--- config.mk ---
export PLATFORM = sky130hd
export DESIGN_NAME = recurring_wake_alarm_scheduler
export DESIGN_NICKNAME = d
export VERILOG_FILES = /design/src/rtl/core/rwas_pkg.sv /design/src/rtl/core/rwas_cfg.sv /design/src/rtl/core/rwas_front.sv /design/src/rtl/core/rwas_back.sv /design/src/rtl/core/recurring_wake_alarm_scheduler.sv
export SDC_FILE = /design/constraint.sdc
export NUM_CORES = 1
export LEC_CHECK = 0
export BUFFER_PORTS_ARGS = -buffer_cell sky130_fd_sc_hd__buf_2
export CAP_MARGIN = 0
export CORE_ASPECT_RATIO = 1.25
export CORE_MARGIN = 1
export CORE_UTILIZATION = 60
export CTS_CLUSTER_DIAMETER = 150
export CTS_CLUSTER_SIZE = 10
export DETAILED_ROUTE_END_ITERATION = 12
export PLACE_DENSITY = 0.79
export SKIP_CTS_REPAIR_TIMING = 1
export SLEW_MARGIN = 10
export SYNTH_ARGS = -nofsm -noshare
export SYNTH_HDL_FRONTEND = slang
export SYNTH_HIERARCHICAL = 1
export SYNTH_SLANG_ARGS = --single-unit
--- constraint.sdc ---
create_clock -name clk_i -period 4.05 [get_ports clk_i]
set_input_delay 0.405 -clock clk_i [delete_from_list [all_inputs] [get_ports clk_i]]
set_output_delay 0.405 -clock clk_i [all_outputs]
set_load 0.01 [all_outputs]
--- src/rtl/core/rwas_pkg.sv ---
// ----------------------------------------------------------------------------
// rwas_pkg
// Shared types, codes and tables of the recurring wake alarm scheduler.
// ----------------------------------------------------------------------------
package rwas_pkg;

  // register index of the configuration port
  typedef enum logic [2:0] {
    CFG_TIMER_ENABLED  = 3'd0,
    CFG_FREQUENCY      = 3'd1,
    CFG_START_HOUR     = 3'd2,
    CFG_START_MINUTE   = 3'd3,
    CFG_STOP_HOUR      = 3'd4,
    CFG_START_DATE     = 3'd5,
    CFG_STOP_DATE      = 3'd6,
    CFG_ACTIVE_MINUTES = 3'd7
  } cfg_idx_e;

  // recurrence codes held in the frequency register
  localparam logic [2:0] FREQ_ONCE     = 3'd0;
  localparam logic [2:0] FREQ_DAILY    = 3'd1;
  localparam logic [2:0] FREQ_HOURLY   = 3'd2;
  localparam logic [2:0] FREQ_WEEKDAYS = 3'd3;
  localparam logic [2:0] FREQ_WEEKLY   = 3'd4;
  localparam logic [2:0] FREQ_MONTHLY  = 3'd5;

  // classification of a time stamp
  typedef enum logic [2:0] {
    DEC_EXPIRED     = 3'd0,
    DEC_NOT_STARTED = 3'd1,
    DEC_WEEKEND_OFF = 3'd2,
    DEC_MONTHLY_OFF = 3'd3,
    DEC_LAST_RUN    = 3'd4,
    DEC_RUN         = 3'd5
  } dec_e;

  // calendar constants
  localparam logic [2:0] WD_SUNDAY     = 3'd1;
  localparam logic [2:0] WD_FRIDAY     = 3'd6;
  localparam logic [2:0] WD_SATURDAY   = 3'd7;
  localparam logic [5:0] LAST_MINUTE   = 6'd59;
  localparam logic [5:0] LAST_HOUR     = 6'd23;
  localparam logic [3:0] LAST_MONTH    = 4'd12;
  localparam logic [5:0] DAYS_PER_WEEK = 6'd7;
  localparam logic [17:0] TICKS_PER_MIN = 18'd120;

  typedef struct packed {
    logic        timer_enabled;
    logic [2:0]  frequency;
    logic [4:0]  start_hour;
    logic [5:0]  start_minute;
    logic [4:0]  stop_hour;
    logic [15:0] start_date;
    logic [15:0] stop_date;
    logic [10:0] active_minutes;
  } rwas_cfg_t;

  // register values after reset, one minute of on time
  localparam rwas_cfg_t CFG_RESET = '{1'b0, FREQ_ONCE, 5'd0, 6'd0, 5'd0,
                                      16'd0, 16'd0, 11'd1};

  typedef struct packed {
    logic [6:0] year;
    logic [3:0] month;
    logic [4:0] day;
    logic [4:0] hour;
    logic [5:0] minute;
    logic [5:0] second;
    logic [2:0] weekday;
  } rwas_item_t;

  typedef struct packed {
    logic        start_match;
    logic [2:0]  decision;
    logic        alarm_valid;
    logic [4:0]  alarm_day;
    logic [4:0]  alarm_hour;
    logic [5:0]  alarm_minute;
    logic [17:0] power_off_ticks;
  } rwas_result_t;

  // compare flags and partial sums handed from the front stage to the back stage
  typedef struct packed {
    logic        match;
    logic        gt_stop;
    logic        lt_start;
    logic        eq_stop;
    logic        weekend;
    logic        day_ne;
    logic [4:0]  day;
    logic [4:0]  hour;
    logic [4:0]  mlen;
    logic [4:0]  nlen;
    logic [5:0]  day_p1;
    logic [5:0]  day_wk;
    logic [5:0]  day_p7;
    logic [5:0]  hour_p1;
    logic [17:0] on_ticks;
    logic [6:0]  off_ticks;
  } rwas_front_t;

  // fixed month lengths, anything outside 1..12 counts as 31 days
  function automatic logic [4:0] month_len(input logic [3:0] m);
    logic [4:0] len;
    case (m)
      4'd2:                      len = 5'd28;
      4'd4, 4'd6, 4'd9, 4'd11:   len = 5'd30;
      default:                   len = 5'd31;
    endcase
    return len;
  endfunction

endpackage

--- src/rtl/core/rwas_cfg.sv ---
// ----------------------------------------------------------------------------
// rwas_cfg
// Configuration register file, written through a plain write port.
// ----------------------------------------------------------------------------
module rwas_cfg import rwas_pkg::*; (
  input  logic        clk_i,
  input  logic        rst_ni,
  input  logic        cfg_we_i,
  input  logic [2:0]  cfg_idx_i,
  input  logic [15:0] cfg_wdata_i,
  output rwas_cfg_t   cfg_o
);

  rwas_cfg_t cfg_q, cfg_d;
  cfg_idx_e  idx;

  assign idx = cfg_idx_e'(cfg_idx_i);

  // register decode
  always_comb begin
    cfg_d = cfg_q;
    if (cfg_we_i) begin
      unique case (idx)
        CFG_TIMER_ENABLED:  cfg_d.timer_enabled  = cfg_wdata_i[0];
        CFG_FREQUENCY:      cfg_d.frequency      = cfg_wdata_i[2:0];
        CFG_START_HOUR:     cfg_d.start_hour     = cfg_wdata_i[4:0];
        CFG_START_MINUTE:   cfg_d.start_minute   = cfg_wdata_i[5:0];
        CFG_STOP_HOUR:      cfg_d.stop_hour      = cfg_wdata_i[4:0];
        CFG_START_DATE:     cfg_d.start_date     = cfg_wdata_i;
        CFG_STOP_DATE:      cfg_d.stop_date      = cfg_wdata_i;
        CFG_ACTIVE_MINUTES: cfg_d.active_minutes = cfg_wdata_i[10:0];
        default:            cfg_d = cfg_q;
      endcase
    end
  end

  always_ff @(posedge clk_i or negedge rst_ni) begin
    if (!rst_ni) begin
      cfg_q <= CFG_RESET;
    end else begin
      cfg_q <= cfg_d;
    end
  end

  assign cfg_o = cfg_q;

endmodule

--- src/rtl/core/rwas_front.sv ---
// ----------------------------------------------------------------------------
// rwas_front
// First compute stage: slot match, date compares, month lengths and day sums.
// ----------------------------------------------------------------------------
module rwas_front import rwas_pkg::*; (
  input  logic        clk_i,
  input  logic        rst_ni,
  input  rwas_cfg_t   cfg_i,
  input  logic        valid_i,
  input  rwas_item_t  item_i,
  output logic        valid_o,
  output rwas_front_t front_o
);

  rwas_front_t front_d, front_q;
  logic        valid_q;
  logic [15:0] now;
  logic [6:0]  sm_inc;
  logic        window;
  logic        same_hour;
  logic [5:0]  wk_add;
  logic [3:0]  next_month;

  // packed date, year*512 + month*32 + day
  assign now = {item_i.year, item_i.month, item_i.day};
  assign sm_inc = {1'b0, cfg_i.start_minute} + 7'd1;
  assign same_hour = (cfg_i.start_hour == item_i.hour);

  // hourly window, wrap-around only when start is later than stop
  always_comb begin
    window = (cfg_i.start_hour == cfg_i.stop_hour) ||
             ((cfg_i.start_hour < cfg_i.stop_hour) && (item_i.hour >= cfg_i.start_hour) &&
              (item_i.hour <= cfg_i.stop_hour)) ||
             ((cfg_i.start_hour > cfg_i.stop_hour) && ((item_i.hour >= cfg_i.start_hour) ||
              (item_i.hour <= cfg_i.stop_hour)));
  end

  // days to the next weekday
  always_comb begin
    if (item_i.weekday == WD_FRIDAY) begin
      wk_add = 6'd3;
    end else if (item_i.weekday == WD_SATURDAY) begin
      wk_add = 6'd2;
    end else begin
      wk_add = 6'd1;
    end
  end

  assign next_month = (item_i.month >= 4'd1 && item_i.month < LAST_MONTH) ?
                      item_i.month + 4'd1 : 4'd1;

  // stage logic
  always_comb begin
    front_d.match = cfg_i.timer_enabled &&
                    ((same_hour && (cfg_i.start_minute == item_i.minute)) ||
                     (same_hour && (((cfg_i.start_minute == LAST_MINUTE) &&
                                     (item_i.minute == 6'd0)) ||
                                    (sm_inc == {1'b0, item_i.minute}))) ||
                     ((cfg_i.frequency == FREQ_HOURLY) &&
                      (cfg_i.start_minute == item_i.minute) && window));
    front_d.gt_stop   = (now > cfg_i.stop_date);
    front_d.lt_start  = (now < cfg_i.start_date);
    front_d.eq_stop   = (now == cfg_i.stop_date);
    front_d.weekend   = (item_i.weekday == WD_SATURDAY) || (item_i.weekday == WD_SUNDAY);
    front_d.day_ne    = (item_i.day != cfg_i.start_date[4:0]);
    front_d.day       = item_i.day;
    front_d.hour      = item_i.hour;
    front_d.mlen      = month_len(item_i.month);
    front_d.nlen      = month_len(next_month);
    front_d.day_p1    = {1'b0, item_i.day} + 6'd1;
    front_d.day_wk    = {1'b0, item_i.day} + wk_add;
    front_d.day_p7    = {1'b0, item_i.day} + DAYS_PER_WEEK;
    front_d.hour_p1   = {1'b0, item_i.hour} + 6'd1;
    front_d.on_ticks  = 18'(cfg_i.active_minutes) * TICKS_PER_MIN;
    front_d.off_ticks = {item_i.second, 1'b0};
  end

  // payload needs no reset
  always_ff @(posedge clk_i) begin
    front_q <= front_d;
  end

  always_ff @(posedge clk_i or negedge rst_ni) begin
    if (!rst_ni) begin
      valid_q <= 1'b0;
    end else begin
      valid_q <= valid_i;
    end
  end

  assign valid_o = valid_q;
  assign front_o = front_q;

endmodule

--- src/rtl/core/rwas_back.sv ---
// ----------------------------------------------------------------------------
// rwas_back
// Second compute stage: decision, next alarm and power-off tick count.
// ----------------------------------------------------------------------------
module rwas_back import rwas_pkg::*; (
  input  logic         clk_i,
  input  logic         rst_ni,
  input  rwas_cfg_t    cfg_i,
  input  logic         valid_i,
  input  rwas_front_t  front_i,
  output logic         valid_o,
  output rwas_result_t result_o
);

  rwas_result_t res_d, res_q;
  logic         valid_q;
  dec_e         dec;
  logic         freq_ok;
  logic [4:0]   daily_day;
  logic [4:0]   wk_day;
  logic [4:0]   weekly_day;
  logic [4:0]   monthly_day;
  logic [4:0]   hr_day;
  logic [4:0]   hr_hour;

  // classification, first matching rule wins
  always_comb begin
    if (front_i.gt_stop) begin
      dec = DEC_EXPIRED;
    end else if (front_i.lt_start) begin
      dec = DEC_NOT_STARTED;
    end else if ((cfg_i.frequency == FREQ_WEEKDAYS) && front_i.weekend) begin
      dec = DEC_WEEKEND_OFF;
    end else if ((cfg_i.frequency == FREQ_MONTHLY) && front_i.day_ne) begin
      dec = DEC_MONTHLY_OFF;
    end else if ((cfg_i.frequency != FREQ_HOURLY) && front_i.eq_stop) begin
      dec = DEC_LAST_RUN;
    end else if ((cfg_i.frequency == FREQ_HOURLY) && front_i.eq_stop &&
                 (front_i.hour == cfg_i.stop_hour)) begin
      dec = DEC_LAST_RUN;
    end else if (cfg_i.frequency == FREQ_ONCE) begin
      dec = DEC_LAST_RUN;
    end else begin
      dec = DEC_RUN;
    end
  end

  // day candidates with month wrap
  assign daily_day   = (front_i.day_p1 > {1'b0, front_i.mlen}) ? 5'd1 : front_i.day_p1[4:0];
  assign wk_day      = (front_i.day_wk > {1'b0, front_i.mlen}) ?
                       5'(front_i.day_wk - {1'b0, front_i.mlen}) : front_i.day_wk[4:0];
  assign weekly_day  = (front_i.day_p7 > {1'b0, front_i.mlen}) ?
                       5'(front_i.day_p7 - {1'b0, front_i.mlen}) : front_i.day_p7[4:0];
  assign monthly_day = (front_i.day > front_i.nlen) ? front_i.nlen : front_i.day;

  // hourly: next hour, or the start hour once the stop slot is reached (next day unless start is later than stop)
  always_comb begin
    hr_day  = front_i.day;
    hr_hour = cfg_i.start_hour;
    if ((front_i.hour != cfg_i.stop_hour) || (cfg_i.start_hour == cfg_i.stop_hour)) begin
      hr_hour = front_i.hour_p1[4:0];
      if (front_i.hour_p1 > LAST_HOUR) begin
        hr_hour = 5'd0;
        hr_day  = daily_day;
      end
    end else if (cfg_i.start_hour < cfg_i.stop_hour) begin
      hr_day = daily_day;
    end
  end

  assign freq_ok = (cfg_i.frequency >= FREQ_DAILY) && (cfg_i.frequency <= FREQ_MONTHLY);

  // result assembly
  always_comb begin
    res_d.start_match  = front_i.match;
    res_d.decision     = dec;
    res_d.alarm_valid  = 1'b0;
    res_d.alarm_day    = 5'd0;
    res_d.alarm_hour   = 5'd0;
    res_d.alarm_minute = 6'd0;
    if ((dec != DEC_EXPIRED) && (dec != DEC_LAST_RUN) && freq_ok) begin
      res_d.alarm_valid  = 1'b1;
      res_d.alarm_minute = cfg_i.start_minute;
      res_d.alarm_hour   = cfg_i.start_hour;
      case (cfg_i.frequency)
        FREQ_DAILY:    res_d.alarm_day = daily_day;
        FREQ_HOURLY: begin
          res_d.alarm_day  = hr_day;
          res_d.alarm_hour = hr_hour;
        end
        FREQ_WEEKDAYS: res_d.alarm_day = wk_day;
        FREQ_WEEKLY:   res_d.alarm_day = weekly_day;
        default:       res_d.alarm_day = monthly_day;
      endcase
    end
    // saturate at zero when the elapsed seconds exceed the on time
    res_d.power_off_ticks = (front_i.on_ticks > 18'(front_i.off_ticks)) ?
                            front_i.on_ticks - 18'(front_i.off_ticks) : 18'd0;
  end

  // output register
  always_ff @(posedge clk_i) begin
    res_q <= res_d;
  end

  always_ff @(posedge clk_i or negedge rst_ni) begin
    if (!rst_ni) begin
      valid_q <= 1'b0;
    end else begin
      valid_q <= valid_i;
    end
  end

  assign valid_o  = valid_q;
  assign result_o = res_q;

  // an armed alarm never comes with an expired or last-run decision
  a_alarm_dec: assert property (@(posedge clk_i) disable iff (!rst_ni)
    (valid_q && res_q.alarm_valid) |->
      ((res_q.decision != DEC_EXPIRED) && (res_q.decision != DEC_LAST_RUN)))
    else $error("alarm armed for an expired or last-run item");

  // alarm fields are zero when no alarm is armed
  a_alarm_zero: assert property (@(posedge clk_i) disable iff (!rst_ni)
    (valid_q && !res_q.alarm_valid) |->
      ((res_q.alarm_day == 5'd0) && (res_q.alarm_hour == 5'd0) &&
       (res_q.alarm_minute == 6'd0)))
    else $error("alarm fields set without an alarm");

  // a slot match needs the timer enabled
  a_match_en: assert property (@(posedge clk_i) disable iff (!rst_ni)
    (valid_q && res_q.start_match) |-> cfg_i.timer_enabled)
    else $error("start match while timer disabled");

  // one result per item that left the front stage
  a_strobe: assert property (@(posedge clk_i) disable iff (!rst_ni)
    valid_q |-> $past(valid_i))
    else $error("result strobe without an item");

endmodule

--- src/rtl/core/recurring_wake_alarm_scheduler.sv ---
// ----------------------------------------------------------------------------
// recurring_wake_alarm_scheduler
// Judges calendar time stamps against a recurring timer set-up and returns
// the start match, the run decision, the next wake alarm and power-off ticks.
// ----------------------------------------------------------------------------
//  channel   direction  handshake                   payload
//  item      in         start & !busy               item_i   (rwas_item_t)
//  result    out        done_o, one cycle, no stall result_o (rwas_result_t)
//  config    in         cfg_we_i                    cfg_idx_i, cfg_wdata_i
//
//  An item can enter every cycle; busy is always low.
//  The path runs through the input register, the front stage and the back stage.
//  The result is on result_o for the single cycle that done_o is high.
//  Reset clears the valid bits and loads the register reset values.
// ----------------------------------------------------------------------------
module recurring_wake_alarm_scheduler import rwas_pkg::*; (
  input  logic         clk_i,
  input  logic         rst_ni,
  input  logic         start,
  output logic         busy,
  input  rwas_item_t   item_i,
  output logic         done_o,
  output rwas_result_t result_o,
  input  logic         cfg_we_i,
  input  logic [2:0]   cfg_idx_i,
  input  logic [15:0]  cfg_wdata_i
);

  rwas_cfg_t   cfg;
  rwas_item_t  item_q;
  logic        in_valid_q;
  logic        front_valid;
  rwas_front_t front;

  // the pipeline never stalls
  assign busy = 1'b0;

  // configuration registers
  rwas_cfg u_cfg (
    .clk_i       (clk_i),
    .rst_ni      (rst_ni),
    .cfg_we_i    (cfg_we_i),
    .cfg_idx_i   (cfg_idx_i),
    .cfg_wdata_i (cfg_wdata_i),
    .cfg_o       (cfg)
  );

  // input register
  always_ff @(posedge clk_i) begin
    item_q <= item_i;
  end

  always_ff @(posedge clk_i or negedge rst_ni) begin
    if (!rst_ni) begin
      in_valid_q <= 1'b0;
    end else begin
      in_valid_q <= start && !busy;
    end
  end

  rwas_front u_front (
    .clk_i   (clk_i),
    .rst_ni  (rst_ni),
    .cfg_i   (cfg),
    .valid_i (in_valid_q),
    .item_i  (item_q),
    .valid_o (front_valid),
    .front_o (front)
  );

  rwas_back u_back (
    .clk_i    (clk_i),
    .rst_ni   (rst_ni),
    .cfg_i    (cfg),
    .valid_i  (front_valid),
    .front_i  (front),
    .valid_o  (done_o),
    .result_o (result_o)
  );

endmodule
# Word level (Yosys, flattened, before mapping)
# Index checks and enable logic that the tools add are counted.
[classes]
addsub = 9
multipliers = 1
n_lt_le_gt_ge = 16
eq_ne = 36
n_mux = 24
n_reduce_logical = 40
[ops]
columns = ["op", "count"]
rows = [
  ["$mux W5", 10],
  ["$eq A3 B3 Y1 const B", 8],
  ["$pmux W5 S4", 1],
  ["$gt A18 B7 Y1", 1],
  ["$gt A6 B5 Y1", 3],
  ["$logic_and A1 B1 Y1", 18],
  ["$mux W3", 6],
  ["$sub A18 B7 Y18", 1],
  ["$mux W17", 1],
  ["$eq A16 B16 Y1", 1],
  ["$eq A4 B3 Y1 const B", 4],
  ["$eq A4 B4 Y1 const B", 4],
  ["$gt A16 B16 Y1", 1],
  ["$lt A16 B16 Y1", 1],
  ["$reduce_and A2 Y1", 8],
  ["$eq A5 B5 Y1", 3],
  ["$mul A11 B4 Y15 const B", 1],
  ["$add A5 B1 Y6 const B", 2],
  ["$eq A3 B2 Y1 const B", 4],
  ["$gt A5 B5 Y1", 2],
  ["$ne A5 B5 Y1", 2],
  ["$sub A5 B5 Y5", 2],
  ["$eq A3 B1 Y1 const B", 3],
  ["$eq A4 B2 Y1 const B", 2],
  ["27 further kinds", 37],
]
[totals]
regBits = 208
output_inout_bits = 41

# Longest topological paths before layout
# Gate-level depths: netlist of run 1.
[depth]
depth_word = 13
depth_mapped = 11

# Modules after synthesis
# Netlist of run 1, hierarchy kept.
[by_module_without_submodules]
columns = ["mod", "instances", "cells_per_inst", "area_each_um2", "seq_area_each_um2"]
rows = [
  ["rwas_front", 1, 465, 4377.9, 1306.3],
  ["rwas_back", 1, 351, 2956.6, 805.8],
  ["rwas_cfg", 1, 141, 2542.4, 1577.8],
  ["recurring_wake_alarm_scheduler", 1, 39, 757.0, 745.7],
]

# Worst setup path after synthesis of run 1
# Ideal clock, no wire load.
[synth_timing]
path_kind = "register to register"
from = "reg u_cfg.cfg_q, in the netlist u_cfg/cfg_o[0]"
to = "reg u_front.front_q, in the netlist u_front/front_o[22]"
setup_ps = 119
t_arrival_ps = 2761
required_ps = 3931
setup_slack_ps = 1171
path_stages_with_launch = 10
path_buffers = 0
synth_period_minus_slack_ps = 2879
path_cell_list = "dfstp_2 > fa_1 > fa_1 > inv_1 > fa_1 > o21ai_1 > nand4_1 > a31oi_1 > a31oi_1 > xnor2_1"
[synth_rtl]
columns = ["element", "line_no", "text"]
rows = [
  ["from (decl)", "rwas_cfg.sv:14", "rwas_cfg_t cfg_q, cfg_d;"],
  ["from (signal assigned)", "rwas_cfg.sv:41", "cfg_q <= cfg_d;"],
  ["to (signal assigned)", "rwas_front.sv:80", "front_q <= front_d;"],
  ["to (decl)", "rwas_front.sv:15", "rwas_front_t front_d, front_q;"],
]

==> results of run 1 <==
## worst max-delay path: stages (launching register included)
cell	delay, ns
dfstp_2	0.57
fa_1	0.44
fa_1	0.57
inv_1	0.06
fa_1	0.40
o21ai_1	0.19
nand4_1	0.15
a31oi_1	0.37
a31oi_1	0.17
xnor2_1	0.14
## registers in the layout (all words and copies together), names as in the netlist
register / count
u_back/valid_o: 1
u_front/front_o: 64
u_front/valid_o: 1
in_valid_q: 1
u_back/result_o: 39
u_cfg/cfg_o: 63
item_q: 36
## layout make-up
type	count	share of cell area, %
inverters	110	3.38
multi-input cells	658	46.0
well taps	224	2.30
repair buffers	128	6.44
clock inverters	1	0.0615
flip-flops and latches	205	36.4
clock buffers	36	5.47
## logic make-up (layout without fill, tap and decap cells)
logic type / after synthesis / count (layout) / synth area share [%]
simple gates: 219 / 219 / 11.9
flops: 205 / 205 / 41.7
compound gates: 169 / 169 / 10.3
buf+inv: 141 / 275 / 5.82
fa+ha+maj: 131 / 131 / 17.0
mux: 85 / 85 / 9.57
xor+xnor: 43 / 43 / 3.61
other cells: 3 / 11 / 0.106
## per-stage QoR
stage / power, W / instance area (µm²) / utilization, %
floorplan: 0.00505 / 10700 / -
global placement: 0.00562 / 11200 / 64.5
detailed placement: 0.00574 / 11200 / 64.5
CTS: 0.00766 / 11900 / 68.4
global route: 0.00823 / 12200 / 70.0
finish: 0.00763 / 12200 / 70.0
## per-layer routing
metal  part of all wire, %  GRT usage [%]  wire (µm)  vias to the layer above
met5                     0              0          0                        -
met4                   2.2           7.96        458                        0
met3                   3.6           3.28        770                       33
met2                    53           45.2      11300                      152
met1                    41           26.7       8720                     3640
li1                      -              -          -                     3698
## power groups by stage
stage	logic (W)	registers [W]	clock network, W
floorplan	0.00226	0.00279	0
global placement	0.00282	0.00280	0
detailed placement	0.00292	0.00282	0
global route	0.00337	0.00284	0.00202
CTS	0.00295	0.00278	0.00193
finish	0.00297	0.00278	0.00188
## synth_stat cells, types with 4 or more instances
| cell | instances | share of area, % |
|---|---|---|
| dfxtp_1 | 139 | 26 |
| inv_1 | 110 | 3.9 |
| ha_1 | 108 | 13 |
| dfrtp_1 | 65 | 15 |
| mux2_2 | 53 | 5.6 |
| a21oi_1 | 46 | 2.2 |
| nor2_1 | 38 | 1.3 |
| o21ai_0 | 37 | 1.7 |
| nand2_1 | 32 | 1.1 |
| nand3_1 | 29 | 1.4 |
| xnor2_1 | 27 | 2.2 |
| fa_1 | 23 | 4.3 |
| mux2_4 | 20 | 2.8 |
| nor3_1 | 18 | 0.85 |
| a21o_1 | 17 | 1.2 |
| nor2b_1 | 16 | 0.94 |
| buf_4 | 15 | 1.1 |
| xor2_1 | 15 | 1.2 |
| and2_1 | 13 | 0.76 |
| a31oi_1 | 12 | 0.71 |
| mux2i_1 | 12 | 1.1 |
| nand4_1 | 12 | 0.71 |
| nand2b_1 | 9 | 0.53 |
| nor3b_1 | 9 | 0.64 |
| clkbuf_1 | 8 | 0.28 |
| o211ai_1 | 7 | 0.49 |
| o21a_1 | 7 | 0.49 |
| o31ai_1 | 7 | 0.49 |
| and3_1 | 6 | 0.35 |
| a22oi_1 | 5 | 0.35 |
| or2_2 | 5 | 0.29 |
| a211oi_1 | 4 | 0.28 |
| a21boi_0 | 4 | 0.28 |
| buf_6 | 4 | 0.42 |
## final timing paths
check	startpoint	slack [ns]	endpoint	depth (start not counted)
min reg2reg	item_q[3]	0.32	u_front/front_o[1]	0
min	rst_ni	-0.005	u_front/valid_o	1
max reg2reg	u_cfg/cfg_o[0]	0.89	u_front/front_o[22]	9
max in group asynchronous	rst_ni	3.15	u_cfg/cfg_o[29]	2
min in group clk_i	item_i[20]	0.01	item_q[20]	1
max	u_cfg/cfg_o[0]	0.89	u_front/front_o[22]	9
==> impl_metrics.ini, run 1 <==
[timing]
layout_setup_ws_ns = 0.886
setup_viol = 0
fin_hold_ws_ns = -0.00512
timing.final.crit_period_ns = 3.16
timing.fmax_ghz = 0.316
final.setup.tns_ns = 0
maxSlewHeadroom_pct = 43.7
tightest_slew_ns = 0.844
finalMaxSlewViolations = 0
min_period_over_period_pct = 78.1
final-hold-violation-count = 9
clock-skew-final_ns = 0.0257
rsz0062_at_grt = no

[power_and_ir_drop]
power.switching_fraction_pct = 34.2
p_switching_w = 0.00261
power.clock.fraction_pct = 24.7
combinationalPowerShare_pct = 38.9
p_int_w = 0.00502
maximum_resistive_drop_on_vdd_mv = 0.412
power.share.sequential_pct = 36.4
power.leakage_nw = 5.82
power.density_cell_area_nw_per_um2 = 625

[floorplanning]
initial_core_util_pct = 61.0
dieHeight_um = 151
fp-row-count = 54
die-width_um = 121
fp.dieArea_um2 = 18300
placeableCoreArea_um2 = 17400
pin_count = 100

[route]
dr.pass1.iters = 5
wirelength_um = 21300
wire_per_inst_um = 15.6
vias_per_cell = 5.52
drt-initial-drc-count = 242
detailroute.via_count = 7523
post-route-drc-count = 0
drt.antenna.violating_nets = 0

[cells_and_area]
fin_cells = 1362
area.growth.synth_to_final_pct = 14.7
seq_area_um2 = 4440
fill_cell_total_of_the_finished_layout = 1265
final_net_count = 1317
layout_common_cells = dfxtp_1, inv_1, ha_1
mostFrequentLayoutCell = dfxtp_1
footprint_of_the_multi_input_gates_um2 = 5610
antenna-diode-count = 0
share_of_post_route_cells_with_drive_strength_above_1_pct = 19.9

[clocking]
cts.clk_slew.worst_paths_ns = 0.06
cts_root_buf = clkbuf_16
cts.sink_count = 205
worstSkewPairLatency_ns = 0.52
ctsLongestPathBuffers = 3
numCtsBuffers = 24
cts_tree = done
htreeDepth = 1

[place]
place.detailed.instances = 1297
finalWeightedCongestion = 0.890
place_worst_setup_slack_ns = 0.884
dp_hpwl_um = 15500
io_buffer_count = 98

[logic_synthesis]
synth_cells = 996
syn_avg_cell_area_um2 = 10.7
seq_area_frac_synth_pct = 41.7
ys.flop_type = dfxtp_1
synth_edf_count = 0
synth_warnings = 6
synth-async-reset-ratio_pct = 32.2
synth.lib_cells_used.distinct = 74
synth.cell_area_um2 = 10600
synth_seq_cells = 205

[global_route]
gr-usage-all-layers_pct = 23.6
antenna_violations_before_repair = 0
maximum_number_of_pins_on_one_net_before_global_route_repair = 39
global_route_wire_length_before_repair_um = 34500
grt_remaining_overflow = 0
vias_in_the_first_global_route = 7538

[worst_setup_path]
setup.worst_path.end_class = flip-flop
crit_path_max_fanout = 4
arrival_ns = 3.57
critPathLaunchType = flip-flop
worst_ep_required_time_ns = 4.45
timing.setup.critical_path_class = flip-flop to flip-flop

[run_status]
result_of_the_run = finished, violations left
failing_checks = negative hold slack

[hold_path]
worst_hold_path_type = primary input to asynchronous set/reset pin

[flow_run]
drv_cap = 0
Power figures use the tool's default switching activity.
==> run 2, diff against run 1 <==
Settings changed: CORE_UTILIZATION 60 to 54, PLACE_DENSITY 0.79 to 0.75.
Clock period 4.05 ns to 2.8 ns, I/O delays scaled along.
==> run 2 against run 1 <==
Against the previous run: the run ends with negative setup slack left; global-route usage fell by 2.0 points; sequential share of layout area down 1.4 points; non-clock buffer count is 40 higher; sequential power up 44%; critical endpoint is now u_front/front_o[23]; highest routed layer unchanged.
==> impl_metrics.ini, run 2 (same netlist as run 1, synthesis figures left out) <==
[timing]
maxSlewHeadroom_pct = 48.4
timing.final.crit_period_ns = 2.97
timing.fmax_ghz = 0.337
clock-skew-final_ns = 0.0249
tightest_slew_ns = 0.771
final-hold-violation-count = 0
layout_setup_ws_ns = -0.167
setup_viol = 6
min_period_over_period_pct = 106
rsz0062_at_grt = yes
finalMaxSlewViolations = 0

[cells_and_area]
fin_area_um2 = 12700
final_net_count = 1357
fill_cell_total_of_the_finished_layout = 1554
share_of_post_route_cells_with_drive_strength_above_1_pct = 23.4
layout_common_cells = dfxtp_1, inv_1, ha_1
largest_register_ff_count = 64
fin_cells = 1443
area.growth.synth_to_final_pct = 19.3
mostFrequentLayoutCell = dfxtp_1
antenna-diode-count = 0

[floorplanning]
pin_count = 100
placeableCoreArea_um2 = 19400
initial_core_util_pct = 54.8
fp.dieArea_um2 = 20300
dieHeight_um = 159
fp-row-count = 57
die-width_um = 128

[clocking]
cts_root_buf = clkbuf_16
numCtsBuffers = 24
cts.sink_count = 205
worstSkewPairLatency_ns = 0.51
cts_tree = done
cts.clk_slew.worst_paths_ns = 0.06
ctsLongestPathBuffers = 3
htreeDepth = 1

[route]
drt-initial-drc-count = 340
wirelength_um = 22000
drt.antenna.violating_nets = 0
wire_per_inst_um = 15.2
dr.pass1.iters = 5
post-route-drc-count = 0
vias_per_cell = 5.31
detailroute.via_count = 7663

[global_route]
global_route_wire_length_before_repair_um = 35500
maximum_number_of_pins_on_one_net_before_global_route_repair = 38
vias_in_the_first_global_route = 7699
antenna_violations_before_repair = 0
gr-usage-all-layers_pct = 21.6
grt_remaining_overflow = 0

[place]
finalWeightedCongestion = 0.868
io_buffer_count = 98
dp_hpwl_um = 15800
placedInstanceArea_um2 = 11600
place.detailed.instances = 1366

[worst_setup_path]
worst_path_max_delay_cell = fa_1
critical_path.n_buffers_inverters = 0
critPathLaunchType = flip-flop
arrival_ns = 3.41
setup.worst_path.end_class = flip-flop
cpLargestDelayFamily = adder cells
crit_path_cell_trace = fa_1 -> fa_1 -> ha_1 -> a21oi_2 -> o211ai_1 -> o41ai_2 -> o21ai_1 -> a21oi_2 -> xnor2_1
timing.setup.critical_path_class = flip-flop to flip-flop
cp_slowest_stage_delay_ns = 0.58
crit_path_max_fanout = 3
worst_ep_required_time_ns = 3.24

[power_and_ir_drop]
power.clock.fraction_pct = 23.2
maximum_resistive_drop_on_vdd_mv = 0.520
p_switching_w = 0.00404
power.leakage_nw = 6.02
power.switching_fraction_pct = 34.2
p_int_w = 0.00778
power.share.sequential_pct = 33.9
power.density_cell_area_nw_per_um2 = 932
combinationalPowerShare_pct = 42.9

[flow_run]
drv_cap = 0

[hold_path]
worst_hold_path_type = primary input to flip-flop

[run_status]
failing_checks = negative setup slack
result_of_the_run = finished, violations left
## run 2: final timing paths
| path | startpoint | end | slack (ns) | cells after the start |
|---|---|---|---|---|
| max | u_cfg/cfg_o[2] | u_front/front_o[23] | -0.17 | 9 |
| min | cfg_wdata_i[15] | u_cfg/cfg_o[42] | 0.01 | 2 |
| min in group asynchronous | rst_ni | u_back/valid_o | 0.35 | 2 |
| min reg2reg | item_q[6] | u_front/front_o[4] | 0.31 | 0 |
| max in group asynchronous | rst_ni | u_cfg/cfg_o[56] | 1.81 | 3 |
| max reg2reg | u_cfg/cfg_o[2] | u_front/front_o[23] | -0.17 | 9 |
## run 2: final cells by class
type	count	area [µm²]	share of cell area [%]
Tap cell	265	332	2.61
Clock inverter	1	7.51	0.0592
Multi-Input combinational cell	658	5700	44.9
Clock buffer	36	667	5.26
Timing Repair Buffer	168	1130	8.89
Sequential cell	205	4440	35.0
Inverter	110	413	3.26
## run 2: layer usage
layer  part of all wire (%)  track usage (%)  up-vias
met5                      0                0        -
met4                    2.9             8.44        0
met3                    4.3             3.23       49
met2                     52             39.5      202
met1                     41             25.0     3621
li1                       -                -     3791
## run 2: power by group through the flow
| stage | logic [W] | registers (W) | clock network, W |
|---|---|---|---|
| after CTS | 0.00482 | 0.00400 | 0.00280 |
| after detailed placement | 0.00477 | 0.00405 | 0 |
| after global placement | 0.00461 | 0.00403 | 0 |
| after floorplan | 0.00342 | 0.00404 | 0 |
| final | 0.00508 | 0.00400 | 0.00274 |
| after global routing | 0.00568 | 0.00409 | 0.00293 |
## run 2: through the flow
step           setup slack (ns)  total power [W]  util, %  hold slack, ns  setup TNS (ns)
2_1_floorplan           0.00170          0.00747        -         -0.0156               0
3_3_place_gp            -0.0711          0.00864     59.6           0.311          -0.265
3_5_place_dp             -0.173          0.00883     59.6           0.313          -0.587
4_1_cts                  -0.204           0.0116     63.1          -0.174          -0.765
5_1_grt                  -0.377           0.0127     65.4         0.00449           -1.45
6_report                 -0.167           0.0118     65.4          0.0120          -0.530
==> run 3, diff against run 2 <==
Settings changed: CORE_UTILIZATION 54 to 64, PLACE_DENSITY 0.75 to 0.83.
Clock period 2.8 ns to 3.8 ns, I/O delays scaled along.
==> run 3 against run 2 <==
Against the previous run: the run now ends clean; largest cell class unchanged; final cell count decreased by 5.5%; worst hold slack better by 0.11 ns; global-route usage grew 4.4 points; sequential power is 26% lower; combinational power is 36% lower; core utilization is 10 points higher; wire length up 0.56%; sequential share of layout area increased by 1.1 points; critical path depth is 2 higher; die area is 15% lower.
==> impl_metrics.ini, run 3 (same netlist as run 1, synthesis figures left out) <==
[timing]
setup_viol = 0
timing.final.crit_period_ns = 3.25
tightest_slew_ns = 0.871
final.setup.tns_ns = 0
min_period_over_period_pct = 85.5
fin_hold_ws_ns = 0.125
maxSlewHeadroom_pct = 41.8
rsz0062_at_grt = no
finalMaxSlewViolations = 0
final-hold-violation-count = 0
timing.fmax_ghz = 0.308
clock-skew-final_ns = 0.0132

[cells_and_area]
layout_common_cells = dfxtp_1, inv_1, ha_1
area.growth.synth_to_final_pct = 15.6
antenna-diode-count = 0
share_of_post_route_cells_with_drive_strength_above_1_pct = 19.7
fill_cell_total_of_the_finished_layout = 1036
mostFrequentLayoutCell = dfxtp_1
largest_register_ff_count = 64
final_net_count = 1327

[floorplanning]
pin_count = 100
fp.dieArea_um2 = 17100
initial_core_util_pct = 65.6
die-width_um = 117
placeableCoreArea_um2 = 16200
dieHeight_um = 146
fp-row-count = 52

[global_route]
antenna_violations_before_repair = 0
grt_remaining_overflow = 0
global_route_wire_length_before_repair_um = 35600
maximum_number_of_pins_on_one_net_before_global_route_repair = 46
vias_in_the_first_global_route = 7661
gr-usage-all-layers_pct = 26.0

[worst_setup_path]
cp_slowest_stage_delay_ns = 0.52
setup.worst_path.start = u_cfg/cfg_o[3]
r2r_path_start = u_cfg/cfg_o[3]
crit_path_cell_trace = inv_1 -> fa_1 -> fa_1 -> inv_1 -> ha_1 -> nand3_1 -> o211ai_1 -> o41ai_2 -> o21ai_1 -> a21oi_1 -> xnor2_1
setup.worst_path.end_class = flip-flop
timing.setup.critical_path_class = flip-flop to flip-flop
critPathLaunchType = flip-flop
worst_path_max_delay_cell = fa_1
cpLargestDelayFamily = adder cells
crit_path_max_fanout = 5
worst_ep_required_time_ns = 4.23
arrival_ns = 3.68
critical_path.n_buffers_inverters = 2

[clocking]
cts_root_buf = clkbuf_16
numCtsBuffers = 24
cts_tree = done
htreeDepth = 1
ctsLongestPathBuffers = 3
cts.sink_count = 205
worstSkewPairLatency_ns = 0.50
cts.clk_slew.worst_paths_ns = 0.06

[route]
wire_per_inst_um = 16.2
wirelength_um = 22100
vias_per_cell = 5.61
detailroute.via_count = 7658
drt.antenna.violating_nets = 0
dr.pass1.iters = 5
post-route-drc-count = 0
drt-initial-drc-count = 389

[place]
dp_hpwl_um = 15500
io_buffer_count = 98
finalWeightedCongestion = 0.863

[hold_path]
worst_hold_path_type = primary input to flip-flop
hold_path_startpoint = cfg_wdata_i[11]

[power_and_ir_drop]
power.leakage_nw = 5.86
maximum_resistive_drop_on_vdd_mv = 0.384
power.density_cell_area_nw_per_um2 = 668

[run_status]
result_of_the_run = finished, final reports clean

[flow_run]
drv_cap = 0
==> run 3: layer usage <==
metal | vias to the layer above | track usage, % | wire length [µm]
li1 | 3717 | - | -
met1 | 3660 | 31.0 | 8980
met2 | 235 | 46.8 | 11600
met3 | 46 | 4.11 | 1070
met4 | 0 | 8.61 | 492
met5 | - | 0 | 0
==> run 3: report_power, final <==
group          leakage [nW]  total [W]  internal [W]  switching, W
logic                  3.58    0.00325       0.00153       0.00172
registers              1.96    0.00296       0.00264      0.000316
clock network         0.321    0.00200       0.00119      0.000807
==> run 3: final timing paths <==
kind / end / slack [ns] / depth (start not counted)
max: u_front/front_o[23] / 0.55 / 11
min: u_cfg/cfg_o[38] / 0.13 / 2
max reg2reg: u_front/front_o[23] / 0.55 / 11
min reg2reg: u_front/front_o[1] / 0.32 / 0
max in group asynchronous: u_cfg/cfg_o[44] / 2.47 / 3
min in group asynchronous: u_cfg/cfg_o[40] / 0.38 / 2
==> run 3: cell type report <==
class / instances / area (µm²) / area share (%)
repair buffers: 138 / 886 / 7.21
inverters: 110 / 413 / 3.36
multi-input cells: 658 / 5610 / 45.6
flip-flops and latches: 205 / 4440 / 36.1
clock inverters: 1 / 7.51 / 0.0611
well taps: 216 / 270 / 2.20
clock buffers: 36 / 667 / 5.43
==> run 3: per-stage QoR <==
step | instances | instance area (µm²) | utilization (%) | setup slack [ns] | total power, W
after detailed placement | 1289 | 11200 | 69.3 | 0.641 | 0.00613
after floorplan | 1004 | 10700 | - | 0.921 | 0.00538
after global routing | 1364 | 12300 | 75.8 | 0.349 | 0.00882
after CTS | 1326 | 11900 | 73.5 | 0.571 | 0.00818
after global placement | 1289 | 11200 | 69.3 | 0.760 | 0.00598
final | 1364 | 12300 | 75.8 | 0.552 | 0.00821
